`config.mk`:
```
export PLATFORM = sky130hd
export DESIGN_NAME = rolling_mean_filter_flat
export DESIGN_NICKNAME = d
export VERILOG_FILES = /design/src/rtl/core/rmf_pkg.sv /design/src/rtl/core/rmf_if.sv /design/src/rtl/core/rmf_div.sv /design/src/rtl/core/rmf_ctrl.sv /design/src/rtl/core/rmf_datapath.sv /design/src/rtl/core/rolling_mean_filter.sv /design/src/flat_wrapper.sv
export SDC_FILE = /design/constraint.sdc
export NUM_CORES = 1
export LEC_CHECK = 0
export BUFFER_PORTS_ARGS = -buffer_cell sky130_fd_sc_hd__buf_4
export CORE_ASPECT_RATIO = 1.4
export CORE_MARGIN = 8
export CORE_UTILIZATION = 40
export CTS_CLUSTER_DIAMETER = 60
export DETAILED_ROUTE_END_ITERATION = 16
export PLACE_DENSITY = 0.59
export SLEW_MARGIN = 20
export SYNTH_ARGS = -nofsm -noshare
export SYNTH_HDL_FRONTEND = slang
export SYNTH_SLANG_ARGS = --single-unit
export TNS_END_PERCENT = 1
```
`constraint.sdc`:
```
create_clock -name clk -period 2.5 [get_ports clk]
set_input_delay 0.125 -clock clk [delete_from_list [all_inputs] [get_ports clk]]
set_output_delay 0.125 -clock clk [all_outputs]
set_load 0.1 [all_outputs]
```
`src/rtl/core/rmf_pkg.sv`:
```
package rmf_pkg;

  // window_length register
  localparam int unsigned WL_W = 6;
  localparam logic [WL_W-1:0] WL_RESET = 6'd3;

  // controller to datapath
  typedef struct packed {
    logic take;       // latch the accepted item, write it to the ring
    logic rd_issue;   // read one earlier sample from the ring
    logic div_start;  // launch the divider on the finished sum
    logic load;       // move the quotient to the output register
  } cmd_t;

  // datapath to controller
  typedef struct packed {
    logic rd_done;    // no earlier samples left to read
    logic div_done;   // quotient ready
    logic out_free;   // output register empty or being emptied
  } status_t;

endpackage

```
`src/rtl/core/rmf_if.sv`:
```
// Sample channel
interface rmf_sample_if #(
  parameter int unsigned W = 16
);
  logic                valid;
  logic                ready;
  logic signed [W-1:0] sample;
  logic                start_req;

  modport source (output valid, output sample, output start_req, input ready);
  modport sink (input valid, input sample, input start_req, output ready);
endinterface

// Result channel
interface rmf_mean_if #(
  parameter int unsigned W = 16
);
  logic                valid;
  logic                ready;
  logic signed [W-1:0] mean;

  modport source (output valid, output mean, input ready);
  modport sink (input valid, input mean, output ready);
endinterface

// Configuration write channel
interface rmf_cfg_if;
  logic                        valid;
  logic                        ready;
  logic [rmf_pkg::WL_W-1:0]    window_length;

  modport source (output valid, output window_length, input ready);
  modport sink (input valid, input window_length, output ready);
endinterface

```
`src/rtl/core/rmf_div.sv`:
```
// Restoring divider, one quotient bit per cycle
module rmf_div #(
  parameter int unsigned DW = 22,
  parameter int unsigned VW = 7
) (
  input  logic          clk,
  input  logic          rst,
  input  logic          start,
  input  logic [DW-1:0] dividend,
  input  logic [VW-1:0] divisor,
  output logic [DW-1:0] quotient,
  output logic          done
);

  localparam int unsigned CW = $clog2(DW + 1);

  logic          busy;
  logic [CW-1:0] cnt;
  logic [VW-1:0] rem;
  logic [DW-1:0] quo;
  logic [VW-1:0] dvs;
  logic [VW:0]   rem_sh;
  logic          fits;

  // one trial subtraction
  always_comb begin
    rem_sh = {rem, quo[DW-1]};
    fits   = (rem_sh >= {1'b0, dvs});
  end

  // control
  always_ff @(posedge clk) begin
    if (rst) begin
      busy <= 1'b0;
      done <= 1'b0;
      cnt  <= '0;
    end else begin
      done <= 1'b0;
      if (start) begin
        busy <= 1'b1;
        cnt  <= CW'(DW);
      end else if (busy) begin
        cnt <= cnt - 1'b1;
        if (cnt == CW'(1)) begin
          busy <= 1'b0;
          done <= 1'b1;
        end
      end
    end
  end

  // data
  always_ff @(posedge clk) begin
    if (start) begin
      rem <= '0;
      quo <= dividend;
      dvs <= divisor;
    end else if (busy) begin
      rem <= fits ? VW'(rem_sh - {1'b0, dvs}) : rem_sh[VW-1:0];
      quo <= {quo[DW-2:0], fits};
    end
  end

  assign quotient = quo;

endmodule

```
`src/rtl/core/rmf_ctrl.sv`:
```
// Sequencer: accept, read the window, divide, hand over the result
module rmf_ctrl (
  input  logic             clk,
  input  logic             rst,
  input  logic             in_valid,
  output logic             in_ready,
  input  rmf_pkg::status_t status,
  output rmf_pkg::cmd_t    cmd
);

  localparam logic [2:0] S_IDLE  = 3'd0;
  localparam logic [2:0] S_READ  = 3'd1;
  localparam logic [2:0] S_DRAIN = 3'd2;
  localparam logic [2:0] S_DIV   = 3'd3;
  localparam logic [2:0] S_DONE  = 3'd4;

  logic [2:0] state;
  logic [2:0] state_next;

  // next state and commands
  always_comb begin
    state_next = state;
    cmd        = '0;
    in_ready   = 1'b0;
    case (state)
      S_IDLE: begin
        in_ready = 1'b1;
        if (in_valid) begin
          cmd.take   = 1'b1;
          state_next = S_READ;
        end
      end
      S_READ: begin
        if (status.rd_done) begin
          state_next = S_DRAIN;
        end else begin
          cmd.rd_issue = 1'b1;
        end
      end
      S_DRAIN: begin
        cmd.div_start = 1'b1;
        state_next    = S_DIV;
      end
      S_DIV: begin
        if (status.div_done) begin
          state_next = S_DONE;
        end
      end
      S_DONE: begin
        if (status.out_free) begin
          cmd.load   = 1'b1;
          state_next = S_IDLE;
        end
      end
      default: begin
        state_next = S_IDLE;
      end
    endcase
  end

  always_ff @(posedge clk) begin
    if (rst) begin
      state <= S_IDLE;
    end else begin
      state <= state_next;
    end
  end

  // one item in flight at a time
  a_take_blocks: assert property (@(posedge clk) disable iff (rst)
    cmd.take |=> !in_ready)
    else $error("second item accepted while busy");

  // divider finishes only while being waited for
  a_div_done_state: assert property (@(posedge clk) disable iff (rst)
    status.div_done |-> (state == S_DIV))
    else $error("divider done outside divide phase");

  // reads and division never overlap
  a_read_before_div: assert property (@(posedge clk) disable iff (rst)
    cmd.div_start |-> $past(status.rd_done))
    else $error("divider started before window read finished");

endmodule

```
`src/rtl/core/rmf_datapath.sv`:
```
// Ring of samples, window accumulator, divider and output register
module rmf_datapath #(
  parameter int unsigned DEPTH        = 64,
  parameter int unsigned SAMPLE_WIDTH = 16
) (
  input  logic                           clk,
  input  logic                           rst,
  input  rmf_pkg::cmd_t                  cmd,
  output rmf_pkg::status_t               status,
  input  logic signed [SAMPLE_WIDTH-1:0] sample,
  input  logic                           start_req,
  input  logic                           cfg_we,
  input  logic [rmf_pkg::WL_W-1:0]       cfg_window_length,
  output logic                           res_valid,
  input  logic                           res_ready,
  output logic signed [SAMPLE_WIDTH-1:0] mean
);

  localparam int unsigned PTR_W = $clog2(DEPTH);
  localparam int unsigned CNT_W = PTR_W + 1;
  localparam int unsigned SUM_W = SAMPLE_WIDTH + PTR_W;
  localparam int unsigned MW    = (PTR_W > rmf_pkg::WL_W) ? PTR_W : rmf_pkg::WL_W;
  localparam logic [PTR_W-1:0] LAST = PTR_W'(DEPTH - 1);

  logic [rmf_pkg::WL_W-1:0]       window_length;
  logic [PTR_W-1:0]               fill_count;
  logic [PTR_W-1:0]               write_pointer;
  logic [PTR_W-1:0]               rd_ptr;
  logic [PTR_W-1:0]               remain;
  logic [PTR_W-1:0]               n_used;
  logic                           rd_valid;
  logic signed [SAMPLE_WIDTH-1:0] rd_data;
  logic signed [SUM_W-1:0]        running_sum;
  logic                           neg;
  logic [SAMPLE_WIDTH-1:0]        mem [DEPTH];

  logic [PTR_W-1:0]               fill_eff;
  logic [MW-1:0]                  fill_w;
  logic [MW-1:0]                  wl_w;
  logic [PTR_W-1:0]               n_take;
  logic [SUM_W-1:0]               magnitude;
  logic [SUM_W-1:0]               quotient;
  logic [SUM_W-1:0]               q_signed;
  logic                           div_done;

  // window size of the accepted item
  always_comb begin
    fill_eff = start_req ? '0 : fill_count;
    fill_w   = MW'(fill_eff);
    wl_w     = MW'(window_length);
    n_take   = (fill_w < wl_w) ? fill_eff : PTR_W'(window_length);
  end

  // configuration
  always_ff @(posedge clk) begin
    if (rst) begin
      window_length <= rmf_pkg::WL_RESET;
    end else if (cfg_we) begin
      window_length <= cfg_window_length;
    end
  end

  // sequence state
  always_ff @(posedge clk) begin
    if (rst) begin
      fill_count    <= '0;
      write_pointer <= '0;
      remain        <= '0;
      rd_valid      <= 1'b0;
      res_valid     <= 1'b0;
    end else begin
      rd_valid <= cmd.rd_issue;
      if (cmd.take) begin
        fill_count    <= (fill_eff < LAST) ? fill_eff + 1'b1 : fill_eff;
        write_pointer <= (write_pointer == LAST) ? '0 : write_pointer + 1'b1;
        remain        <= n_take;
      end else if (cmd.rd_issue) begin
        remain <= remain - 1'b1;
      end
      if (cmd.load) begin
        res_valid <= 1'b1;
      end else if (res_ready) begin
        res_valid <= 1'b0;
      end
    end
  end

  // read pointer walks back from the newest earlier sample
  always_ff @(posedge clk) begin
    if (cmd.take) begin
      rd_ptr <= (write_pointer == '0) ? LAST : write_pointer - 1'b1;
      n_used <= n_take;
    end else if (cmd.rd_issue) begin
      rd_ptr <= (rd_ptr == '0) ? LAST : rd_ptr - 1'b1;
    end
  end

  // sample ring
  always_ff @(posedge clk) begin
    if (cmd.take) begin
      mem[write_pointer] <= sample;
    end
  end

  always_ff @(posedge clk) begin
    if (cmd.rd_issue) begin
      rd_data <= mem[rd_ptr];
    end
  end

  // window accumulator
  always_ff @(posedge clk) begin
    if (cmd.take) begin
      running_sum <= SUM_W'(sample);
    end else if (rd_valid) begin
      running_sum <= running_sum + SUM_W'(rd_data);
    end
  end

  // divide the magnitude, restore the sign after
  assign magnitude = running_sum[SUM_W-1] ? SUM_W'(-running_sum) : running_sum;

  always_ff @(posedge clk) begin
    if (cmd.div_start) begin
      neg <= running_sum[SUM_W-1];
    end
  end

  rmf_div #(
    .DW (SUM_W),
    .VW (CNT_W)
  ) u_div (
    .clk      (clk),
    .rst      (rst),
    .start    (cmd.div_start),
    .dividend (magnitude),
    .divisor  ({1'b0, n_used} + CNT_W'(1)),
    .quotient (quotient),
    .done     (div_done)
  );

  assign q_signed = neg ? SUM_W'(-quotient) : quotient;

  // output register
  always_ff @(posedge clk) begin
    if (cmd.load) begin
      mean <= q_signed[SAMPLE_WIDTH-1:0];
    end
  end

  always_comb begin
    status.rd_done  = (remain == '0);
    status.div_done = div_done;
    status.out_free = !res_valid || res_ready;
  end

  // a loaded result is offered in the next cycle
  a_load_shows: assert property (@(posedge clk) disable iff (rst)
    cmd.load |=> res_valid)
    else $error("result not presented after load");

  // ring reads stay within the window
  a_read_count: assert property (@(posedge clk) disable iff (rst)
    cmd.rd_issue |-> (remain != '0) && (remain <= n_used))
    else $error("ring read outside the window");

endmodule

```
`src/rtl/core/rolling_mean_filter.sv`:
```
// An accepted item passes the ring walk over n, the number of earlier samples averaged,
//   then the divider over SUM_W = SAMPLE_WIDTH + log2(DEPTH) (22) bits, to result valid.
// Only one item is in flight at a time: the one-read-per-cycle ring walk, the bit-serial
//   divider and the load of the result finish before the next item is accepted.
// Reset (synchronous, active high): window_length 3, fill count and write pointer
//   zero, no result pending; the sample ring is not cleared.
module rolling_mean_filter #(
  parameter int unsigned DEPTH        = 64,
  parameter int unsigned SAMPLE_WIDTH = 16
) (
  input  logic              clk,
  input  logic              rst,
  rmf_sample_if.sink        sample_ch,
  rmf_mean_if.source        mean_ch,
  rmf_cfg_if.sink           cfg
);

  rmf_pkg::cmd_t    cmd;
  rmf_pkg::status_t status;

  // window length is only sampled when an item is taken, so writes are always accepted
  assign cfg.ready = 1'b1;

  rmf_ctrl u_ctrl (
    .clk      (clk),
    .rst      (rst),
    .in_valid (sample_ch.valid),
    .in_ready (sample_ch.ready),
    .status   (status),
    .cmd      (cmd)
  );

  rmf_datapath #(
    .DEPTH        (DEPTH),
    .SAMPLE_WIDTH (SAMPLE_WIDTH)
  ) u_dp (
    .clk               (clk),
    .rst               (rst),
    .cmd               (cmd),
    .status            (status),
    .sample            (sample_ch.sample),
    .start_req         (sample_ch.start_req),
    .cfg_we            (cfg.valid && cfg.ready),
    .cfg_window_length (cfg.window_length),
    .res_valid         (mean_ch.valid),
    .res_ready         (mean_ch.ready),
    .mean              (mean_ch.mean)
  );

endmodule
```
`src/flat_wrapper.sv`:
```
// flat-port wrapper written by rule: the top's interface ports become plain ports
module rolling_mean_filter_flat 
#(
  parameter int unsigned DEPTH        = 64,
  parameter int unsigned SAMPLE_WIDTH = 16
)
  (clk, rst, sample_ch_valid, sample_ch_sample, sample_ch_start_req, sample_ch_ready, mean_ch_valid, mean_ch_mean, mean_ch_ready, cfg_valid, cfg_window_length, cfg_ready);
  rmf_sample_if sample_ch_i ();
  rmf_mean_if mean_ch_i ();
  rmf_cfg_if cfg_i ();
  input  logic clk;
  input  logic rst;
  input wire logic [$bits(sample_ch_i.valid)-1:0] sample_ch_valid;
  input wire logic [$bits(sample_ch_i.sample)-1:0] sample_ch_sample;
  input wire logic [$bits(sample_ch_i.start_req)-1:0] sample_ch_start_req;
  output wire logic [$bits(sample_ch_i.ready)-1:0] sample_ch_ready;
  output wire logic [$bits(mean_ch_i.valid)-1:0] mean_ch_valid;
  output wire logic [$bits(mean_ch_i.mean)-1:0] mean_ch_mean;
  input wire logic [$bits(mean_ch_i.ready)-1:0] mean_ch_ready;
  input wire logic [$bits(cfg_i.valid)-1:0] cfg_valid;
  input wire logic [$bits(cfg_i.window_length)-1:0] cfg_window_length;
  output wire logic [$bits(cfg_i.ready)-1:0] cfg_ready;
  assign sample_ch_i.valid = sample_ch_valid;
  assign sample_ch_i.sample = sample_ch_sample;
  assign sample_ch_i.start_req = sample_ch_start_req;
  assign sample_ch_ready = sample_ch_i.ready;
  assign mean_ch_valid = mean_ch_i.valid;
  assign mean_ch_mean = mean_ch_i.mean;
  assign mean_ch_i.ready = mean_ch_ready;
  assign cfg_i.valid = cfg_valid;
  assign cfg_i.window_length = cfg_window_length;
  assign cfg_ready = cfg_i.ready;
  rolling_mean_filter #(.DEPTH(DEPTH), .SAMPLE_WIDTH(SAMPLE_WIDTH)) u_core (.clk(clk), .rst(rst), .sample_ch(sample_ch_i), .mean_ch(mean_ch_i), .cfg(cfg_i));
endmodule
```
Yosys cells after proc, flatten, opt, wreduce, memory -nomap -nowiden
Memory sizes are Yosys's and may differ from the RTL's. A register that Yosys moved wholly into a read port is not among the register bits.
Index checks and enable logic that the tools add are counted.
- memory bits (read-only): 0
- bits in latches: 0
- bits in registers: 123
- bits in writable memories: 1024
- memories kept: 1
- output and inout bits: 19
- memory list (name ; depth ; bits a word ; read ports ; clocked after memory_dff ; write ports ; RTL line ; text):
    u_core.u_dp.mem ; 64 ; 16 ; 1 ; 1 ; 1 ; rmf_datapath.sv:35 ; logic [SAMPLE_WIDTH-1:0] mem [DEPTH];
- reductions and logical operators: 13
- magnitude comparators: 3
- div/mod/pow operators: 0
- multiplexer cells: 40
- shift-type cells: 0
- add/sub/neg operators: 11
- $mul: 0
- bitwise logic cells: 1
- equal/unequal tests: 10
- operator list (cell ; count):
    22-bit 2-to-1 mux ; 5
    6-bit 2-to-1 mux ; 10
    22-bit by 16-bit adder with 22-bit output ; 1
    22-bit negation ; 1
    6-bit zero test ; 3
    6-bit by 1-bit subtractor with 6-bit output, second input constant ; 3
    1-bit 2-to-1 mux ; 16
    16-bit 2-to-1 mux ; 1
    16-bit negation ; 1
    3-bit one-hot mux with 5 select lines ; 1
    6-bit by 1-bit adder with 6-bit output, second input constant ; 2
    3-bit 2-to-1 mux ; 4
    5-bit 2-to-1 mux ; 2
    8-bit by 7-bit >= comparator with 1-bit output ; 1
    2-bit nonzero test ; 4
    6-bit by 1-bit adder with 7-bit output, second input constant ; 1
    7-bit 2-to-1 mux ; 1
    7-bit subtractor ; 1
    3-bit by 2-bit == test with 1-bit output, second input constant ; 2
    6-bit == test, second input constant ; 1
    6-bit less-than comparator ; 1
    6-bit less-than comparator, second input constant ; 1
    5-bit by 1-bit == test with 1-bit output, second input constant ; 1
    5-bit by 1-bit subtractor with 5-bit output, second input constant ; 1
    11 further kinds ; 13

Depth between registers and ports, before layout
Gate-level depths: netlist (run 1).
- word-level depth: 5
- gate-level depth with buffers: 11
- gate-level depth less buffers: 10

Modules after synthesis
From an unflattened synthesis (run 1), not the netlist that was laid out.
- cells, all modules: 2618
- area, all modules: 47777.1 sq um
- modules (own cells, without submodules) (module ; cells each ; times used ; sequential area each (sq um) ; area each (sq um)):
    rmf_datapath ; 2413 ; 1 ; 33281.9 ; 45331.0
    rmf_div ; 183 ; 1 ; 1151.1 ; 2232.1
    rmf_ctrl ; 20 ; 1 ; 60.1 ; 202.7
    rolling_mean_filter ; 2 ; 1 ; 0.0 ; 11.3

Worst setup path after synthesis (run 1)
OpenSTA, ideal clock, no wires.
- path type: register to register
- start: register u_core.u_ctrl.state[0]
- end: memory u_core.u_dp.mem[40][0] (enable)
- library setup time: 0.389 ns
- data arrival time: 4.785 ns
- stages on the path, launching flop included: 9
- buffers on the path: 3
- period minus slack after synthesis: 5.174 ns
- setup slack: -2.674 ns
- path through: dfxtp_1 clkbuf_1 nor3_1 nand2_1 inv_1 buf_2 buf_1 nand2_1 nor2_1
- longest elaborated chain between the ends: 4
- ends and longest elaborated chain (element ; RTL line ; text):
    from (decl) ; rmf_ctrl.sv:17 ; logic [2:0] state;
    from (signal assigned) ; rmf_ctrl.sv:65 ; state <= state_next;
    3-bit zero test ; rmf_ctrl.sv:25 ; case (state)
    1-bit 2-to-1 mux ; rmf_ctrl.sv:25 ;
    1-bit 2-to-1 mux ; rmf_datapath.sv:100 ; if (cmd.take) begin
    1-bit 2-to-1 mux (implied by the code) ; rmf_datapath.sv:101 ; mem[write_pointer] <= sample;
    to (decl) ; rmf_datapath.sv:35 ;
No other way between the ends.

==> impl_metrics.toml, run 1 <==
[global_routing]
grt_pass1_wl_um = 183000
grt_pass1_vias = 27300
gr-usage-all-layers_pct = 18.9
grt_start_max_net_pins = 66
antenna_found_initial = 1
overflow = 0

[status]
outcome = "finished, violations left"
violations = "setup timing"

[worst_setup_path]
start_kind = "flop"
crit_required_ns = 2.94
critPathCaptureType = "flop"
crit_chain = "buf_12 > buf_8 > buf_6 > mux4_2 > mux4_2 > o211ai_1 > o31ai_2"
r2r_start = "u_core.u_dp.rd_ptr[0]"
cp-startpoint = "u_core.u_dp.rd_ptr[0]"
crit_arrival_ns = 3.12
cpMaxStageDelayCell = "mux4_2"
setup.worst_path.class = "reg -> reg"
worst_path_most_repeated_cell = "mux4_2"
crit_fanout = 6
critPathMaxStageDelay_ns = 0.52

[clock_network]
clk_pin_slew_worst_paths_ns = 0.07
clock-sinks = 1163
htreeDepth = 3
clock_latency_ns = 0.72
clockBufferDepth = 3
tritoncts = "yes"
cts-root-buf = "clkbuf_16"
cts_made_buffers = 110

[synthesis]
netlist_top_cells_area = "edfxtp_1, mux4_2, mux2i_1"
synth-edff-count = 1120
syn-num-nets = 2766
ys_ff_latch = 1163
yosysSeqAreaShare_pct = 72.7
synth_top_cell_area_share_pct = 70.9
ys_warn_count = 0
synth.distinct_cells = 72
netlist_area_mm2 = 0.0475
ys.flop_type = "edfxtp_1"
synthCells = 2690
yosysTopAreaCell = "edfxtp_1"
avgSynthCellArea_um2 = 17.6
async_flop_share_pct = 0

[power]
clockPowerShare_pct = 25.7
pwr-share-seq_pct = 36.0
pwr_density_cell_mw_per_mm2 = 1160
p_leak_nw = 19.3
swShare_pct = 33.2
comb_power_share_pct = 38.3
p_switching_w = 0.0219
vdd_drop_max_mv = 0.594
p_int_w = 0.0441

[worst_hold_path]
hold_path_class = "in -> reg"
worstHoldStart = "sample_ch_sample[7]"

[finish]
area_growth_pct = 20.3
finalNonFillerCells = 4756
final_core_util_pct = 48.4
fill_cells = 9790
drive_gt1_share_pct = 28.7
fin_nets = 3154

[detailed_routing]
wl_met1_um = 47300
vias = 26100
drc = 0
vias_per_cell = 5.49
drt_first_iter_violations = 2025
postRouteAntennaNets = 0
top_layer_used = "met4"
drt_wl_total_um = 124000
routedWlPerCell_um = 26.0
route.met3.wl_um = 5390
wl_met2_um = 66600
dr.pass1.iters = 8

[place]
post-place-cells = 4506
numPortBuffers = 45
place_congestion = 0.886
dp_hpwl_um = 80600

[die]
rows = 149
start_util_pct = 40.3
coreArea_mm2 = 0.118
die_area_mm2 = 0.130
io_pins = 47
die_x_um = 307
die_y_um = 424

[timing]
hold_viol = 0
fmax_ghz = 0.373
worst_slack_ns = -0.182
maxSlewViolCount = 0
setup_viol = 17
rsz0062_at_grt = "true"
max_slew_margin_pct = 38.0
fin_crit_sh_pct = 107
tightest_slew_ns = 0.931
fin_skew_ns = 0.0362
finalCriticalPeriod_ns = 2.68

[run]
maxCapViolations = 0
## state kept, by name (all words and copies together), names as in the netlist, 3 cells and up
name,count
u_core.u_dp.u_div.rem,7
u_core.u_dp.fill_count,6
u_core.u_ctrl.state,3
u_core.u_dp.window_length,6
u_core.u_dp.u_div.quotient,22
u_core.u_dp.u_div.cnt,5
u_core.u_dp.write_pointer,6
u_core.u_dp.remain,6
u_core.u_dp.u_div.dvs,7
u_core.u_dp.rd_ptr,6
u_core.u_dp.running_sum,22
u_core.u_dp.mem,1024
u_core.u_dp.mean,16
u_core.u_dp.n_used,6
u_core.u_dp.rd_data,16
## cells in the mapped netlist, types with 5 or more instances
cell type	n
edfxtp_1	1120
nand2_1	211
mux4_2	201
nor2_1	161
mux2i_1	146
o21ai_0	79
clkbuf_1	70
a21oi_1	63
ha_1	46
dfxtp_1	43
inv_1	41
xnor2_1	41
xor2_1	30
o221ai_1	29
buf_4	25
a221oi_1	24
o22ai_1	23
nand3_1	22
buf_2	21
mux2_2	21
nor3_1	21
a211oi_1	20
buf_1	20
o31ai_1	16
a2111oi_0	14
nand4_1	14
o211ai_1	14
nor2b_1	13
a21o_1	10
nand2b_1	10
a22oi_1	9
or3_1	9
buf_6	8
o21a_1	8
or2_2	7
a31oi_1	5
a32oi_1	5
## path summary, 6_finish.rpt
| kind | endpoint | slack (ns) | depth (start not counted) |
|---|---|---|---|
| worst min register to register | u_core.u_dp.u_div.rem[2] | 0.50 | 2 |
| worst min-delay path | u_core.u_dp.mem[25][7] | 0.02 | 1 |
| worst max-delay path | u_core.u_dp.rd_data[14] | -0.18 | 7 |
| worst max register to register | u_core.u_dp.rd_data[14] | -0.18 | 7 |
## cells by family (layout without fill, tap and decap cells)
family                     after synthesis  after routing  share of synthesized area [%]
DFF                                   1163           1163                           72.7
and+or+nand+nor                        503            503                           4.68
muxes                                  368            368                           13.1
AOI/OAI and AO/OA                      349            349                           5.04
buffers and inverters                  187            667                           1.86
xor gates and xnor gates                71             71                           1.31
adders and majority gates               48             48                           1.30
other                                    1              2                        0.00790
## layout by cell type (no fill, tap or decap), types with 17 or more instances in the layout
master            n
nor2_2           24
mux2i_1         140
nor2_1          128
a21oi_1          57
xnor2_1          41
mux2_2           21
buf_4           324
dfxtp_1          43
inv_1            39
clkinv_1         27
clkinv_2         18
dlygate4sd3_1    28
mux4_2          201
nor3_1           20
clkbuf_16       112
xor2_1           30
ha_1             46
o221ai_1         26
edfxtp_1       1120
o21ai_0          71
nand3_1          22
o22ai_1          20
buf_12           51
clkbuf_1         17
nand2_1         201
## power by group through the flow
stage,logic [W],registers (W),clock network [W]
floorplan,0.0138,0.0239,0
global placement,0.0233,0.0241,0
detailed placement,0.0235,0.0241,0
CTS,0.0249,0.0237,0.0173
global route,0.0269,0.0238,0.0180
finish,0.0253,0.0237,0.0170
## worst max-delay path, delay by kind of cell (launching register included)
family | cells | cell delay [ns]
AOI/OAI and AO/OA | 2 | 0.55
muxes | 2 | 1.02
DFF | 1 | 0.42
buffers and inverters | 3 | 0.40
## layer usage
layer | vias up | global-route usage (%)
li1 | 11500 | -
met3 | 194 | 2.25
met1 | 13700 | 22.4
met4 | 0 | 7.28
met5 | - | 0
met2 | 699 | 34.7
## metrics by stage
| stage | hold slack (ns) | setup TNS (ns) | total power (W) | setup slack (ns) | instance area [um^2] |
|---|---|---|---|---|---|
| after floorplan | 0.215 | -630.92 | 0.0377 | -0.920 | 47600 |
| after global placement | 0.371 | -5.27 | 0.0474 | -0.639 | 52300 |
| after detailed placement | 0.378 | -5.66 | 0.0477 | -0.599 | 52300 |
| after CTS | 0.00560 | -1.25 | 0.0659 | -0.141 | 56800 |
| after global routing | 0.0321 | -2.62 | 0.0688 | -0.206 | 57100 |
| final | 0.0249 | -1.06 | 0.0660 | -0.182 | 57100 |
## what timing repair did
action / CTS / global route
hold buffers: 28 / 0
endpoints found under the setup margin: 26 / 34
pin swaps: 6 / 9
gates cloned: 2 / 0
resized for setup: 87 / 53
buffers inserted: 11 / 4
hold endpoints to repair: 198 / 0
## area by class of cell
cell class	count	area [um^2]	share of cell area, %
well taps	1585	1980	3.47
clock buffers	129	2870	5.02
flip-flops and latches	1163	34500	60.4
repair buffers	420	4030	7.05
inverters	43	161	0.283
diodes	1	2.50	0.00438
clock inverters	75	805	1.41
multi-input cells	1340	12700	22.3
Power figures use the tool's default switching activity.
==> run 2, diff against run 1 <==
--- a/config.mk
+++ b/config.mk
@@ -5,7 +5,7 @@
 export SDC_FILE = /design/constraint.sdc
 export NUM_CORES = 1
 export LEC_CHECK = 0
-export BUFFER_PORTS_ARGS = -buffer_cell sky130_fd_sc_hd__buf_4
+export BUFFER_PORTS_ARGS = -buffer_cell sky130_fd_sc_hd__clkbuf_2
 export CORE_ASPECT_RATIO = 1.4
 export CORE_MARGIN = 8
 export CORE_UTILIZATION = 40
==> run 2 against run 1 <==
Against the previous run:
- cell area fell by 0.94%
- flip-flop and latch count did not move
- final cell count fell by 0.17%
- largest power group unchanged
- non-clock buffer count rose by 3
- power fell by 2.4%
- core utilization fell by 0.46 points
- worst setup slack got worse by 0.059 ns
- highest routed layer unchanged
- the run still ends with setup timing left
- register-to-register slack got worse by 0.06 ns
- sequential share of layout area rose by 0.57 points
==> impl_metrics.toml, run 2 (synthesis results as in run 1) <==
[die]
io_pins = 47
start_util_pct = 40.3
rows = 149
coreArea_mm2 = 0.118
die_y_um = 424
die_area_mm2 = 0.130
die_x_um = 307

[clock_network]
htreeDepth = 3
clock-sinks = 1163
cts_made_buffers = 106
tritoncts = "yes"
cts-root-buf = "clkbuf_16"
clk_pin_slew_worst_paths_ns = 0.06
clock_latency_ns = 0.72
clockBufferDepth = 3

[global_routing]
overflow = 0
grt_pass1_vias = 27600
grt_start_max_net_pins = 66
antenna_found_initial = 1
gr-usage-all-layers_pct = 19.1
grt_pass1_wl_um = 185000

[detailed_routing]
postRouteAntennaNets = 0
vias_per_cell = 5.54
routedWlPerCell_um = 26.6
drt_first_iter_violations = 2342
drc = 0
vias = 26300
drt_wl_total_um = 126000
dr.pass1.iters = 7

[finish]
largest-register = "u_core.u_dp.mem"
final_cell_mix = "edfxtp_1, buf_4, nand2_1, mux4_2, mux2i_1"
antenna_cells = 0
fin_nets = 3153
largest_reg_flops = 1024
drive_gt1_share_pct = 27.9
final_core_util_pct = 48.0
finalNonFillerCells = 4748
area_growth_pct = 19.2
final_common_cell = "edfxtp_1"

[timing]
maxSlewViolCount = 0
fmax_ghz = 0.365
finalSetupTns_ns = -2.26
worst_slack_ns = -0.241
rsz0062_at_grt = "true"
finalCriticalPeriod_ns = 2.74
hold_viol = 0
max_slew_margin_pct = 31.3
fin_skew_ns = 0.0267
setup_viol = 17
fin_crit_sh_pct = 110
holdWs_ns = 0.0941
tightest_slew_ns = 1.03

[power]
p_int_w = 0.0428
vdd_drop_max_mv = 0.686
pwr-share-seq_pct = 36.9
comb_power_share_pct = 38.8
clockPowerShare_pct = 24.3
p_leak_nw = 19.2
p_switching_w = 0.0216
pwr_density_cell_mw_per_mm2 = 1140
swShare_pct = 33.6

[worst_setup_path]
cpMaxStageDelayCell = "mux4_2"
start_kind = "flop"
cp_num_buf_inv = 4
crit_family = "compound AO/OA/AOI/OAI gates"
crit_fanout = 6
crit_required_ns = 2.94
setup.worst_path.class = "reg -> reg"
critPathCaptureType = "flop"
crit_arrival_ns = 3.18
crit_chain = "buf_6 > buf_12 > clkbuf_16 > buf_4 > mux4_2 > nand2_1 > a32oi_1 > o211ai_1 > a211oi_1"
critPathMaxStageDelay_ns = 0.59

[place]
place_congestion = 0.876
post-place-cells = 4504
dp_hpwl_um = 82800
numPortBuffers = 45

[status]
outcome = "finished, violations left"
violations = "setup timing"

[run]
maxCapViolations = 0

[worst_hold_path]
hold_path_class = "in -> reg"
## run 2: changes by cell type in the layout (fill, tap and decap cells not counted), sizes merged
cell | before | now
bufinv | 14 | 4
clkinv | 49 | 48
clkbuf | 129 | 180
buf | 391 | 348
diode | 1 | 0
clkinvlp | 8 | 3
bufbuf | 1 | 2
## run 2: timing repair
action,4_1_cts,5_1_grt
setup buffers,15,3
gates cloned,3,1
pin swaps,5,16
gates resized for setup,60,53
endpoints found under the setup margin,24,102
hold buffers,27,1
endpoints found under the hold margin,180,19
## run 2: final timing paths
path                                 start                  endpoint  slack [ns]  depth (start not counted)
hold reg to reg   u_core.u_dp.u_div.rem[2]  u_core.u_dp.u_div.rem[2]        0.50                          2
hold / removal         sample_ch_sample[1]    u_core.u_dp.mem[52][1]        0.09                          2
setup / recovery     u_core.u_dp.rd_ptr[0]    u_core.u_dp.rd_data[4]       -0.24                          9
setup reg to reg     u_core.u_dp.rd_ptr[0]    u_core.u_dp.rd_data[4]       -0.24                          9
## run 2: cell type report
class / instances / area, um^2
well taps: 1585 / 1980
multi-input cells: 1340 / 12600
clock buffers: 135 / 2850
flip-flops and latches: 1163 / 34500
inverters: 43 / 163
fillers: 9845 / 61300
repair buffers: 423 / 3980
clock inverters: 59 / 444
## run 2: worst register-to-register path: stages (launching register included)
cell	delay, ns
edfxtp_1	0.38
buf_6	0.13
buf_12	0.16
clkbuf_16	0.17
buf_4	0.13
mux4_2	0.59
nand2_1	0.15
a32oi_1	0.10
o211ai_1	0.49
a211oi_1	0.17
## run 2: through the flow
| step | power [W] | setup slack [ns] | instance area [um^2] |
|---|---|---|---|
| after global placement | 0.0471 | -0.696 | 52200 |
| final | 0.0644 | -0.241 | 56500 |
| after detailed placement | 0.0474 | -0.724 | 52200 |
| after global routing | 0.0670 | -0.288 | 56500 |
| after floorplan | 0.0377 | -0.920 | 47600 |
| after CTS | 0.0641 | -0.214 | 56200 |
## run 2: power groups by stage
stage	sequential [W]	clock, W	combinational, W
final	0.0238	0.0156	0.0250
after global routing	0.0239	0.0165	0.0266
after global placement	0.0241	0	0.0230
after CTS	0.0237	0.0159	0.0245
after floorplan	0.0239	0	0.0138
after detailed placement	0.0242	0	0.0233
## run 2: per-layer routing
layer | part of all wire, % | global-route usage [%] | routed length, um
met1 | 38 | 22.5 | 47600
met2 | 53 | 35.0 | 66800
met3 | 4.9 | 2.19 | 6220
met4 | 4.5 | 8.25 | 5710
met5 | 0 | 0 | 0
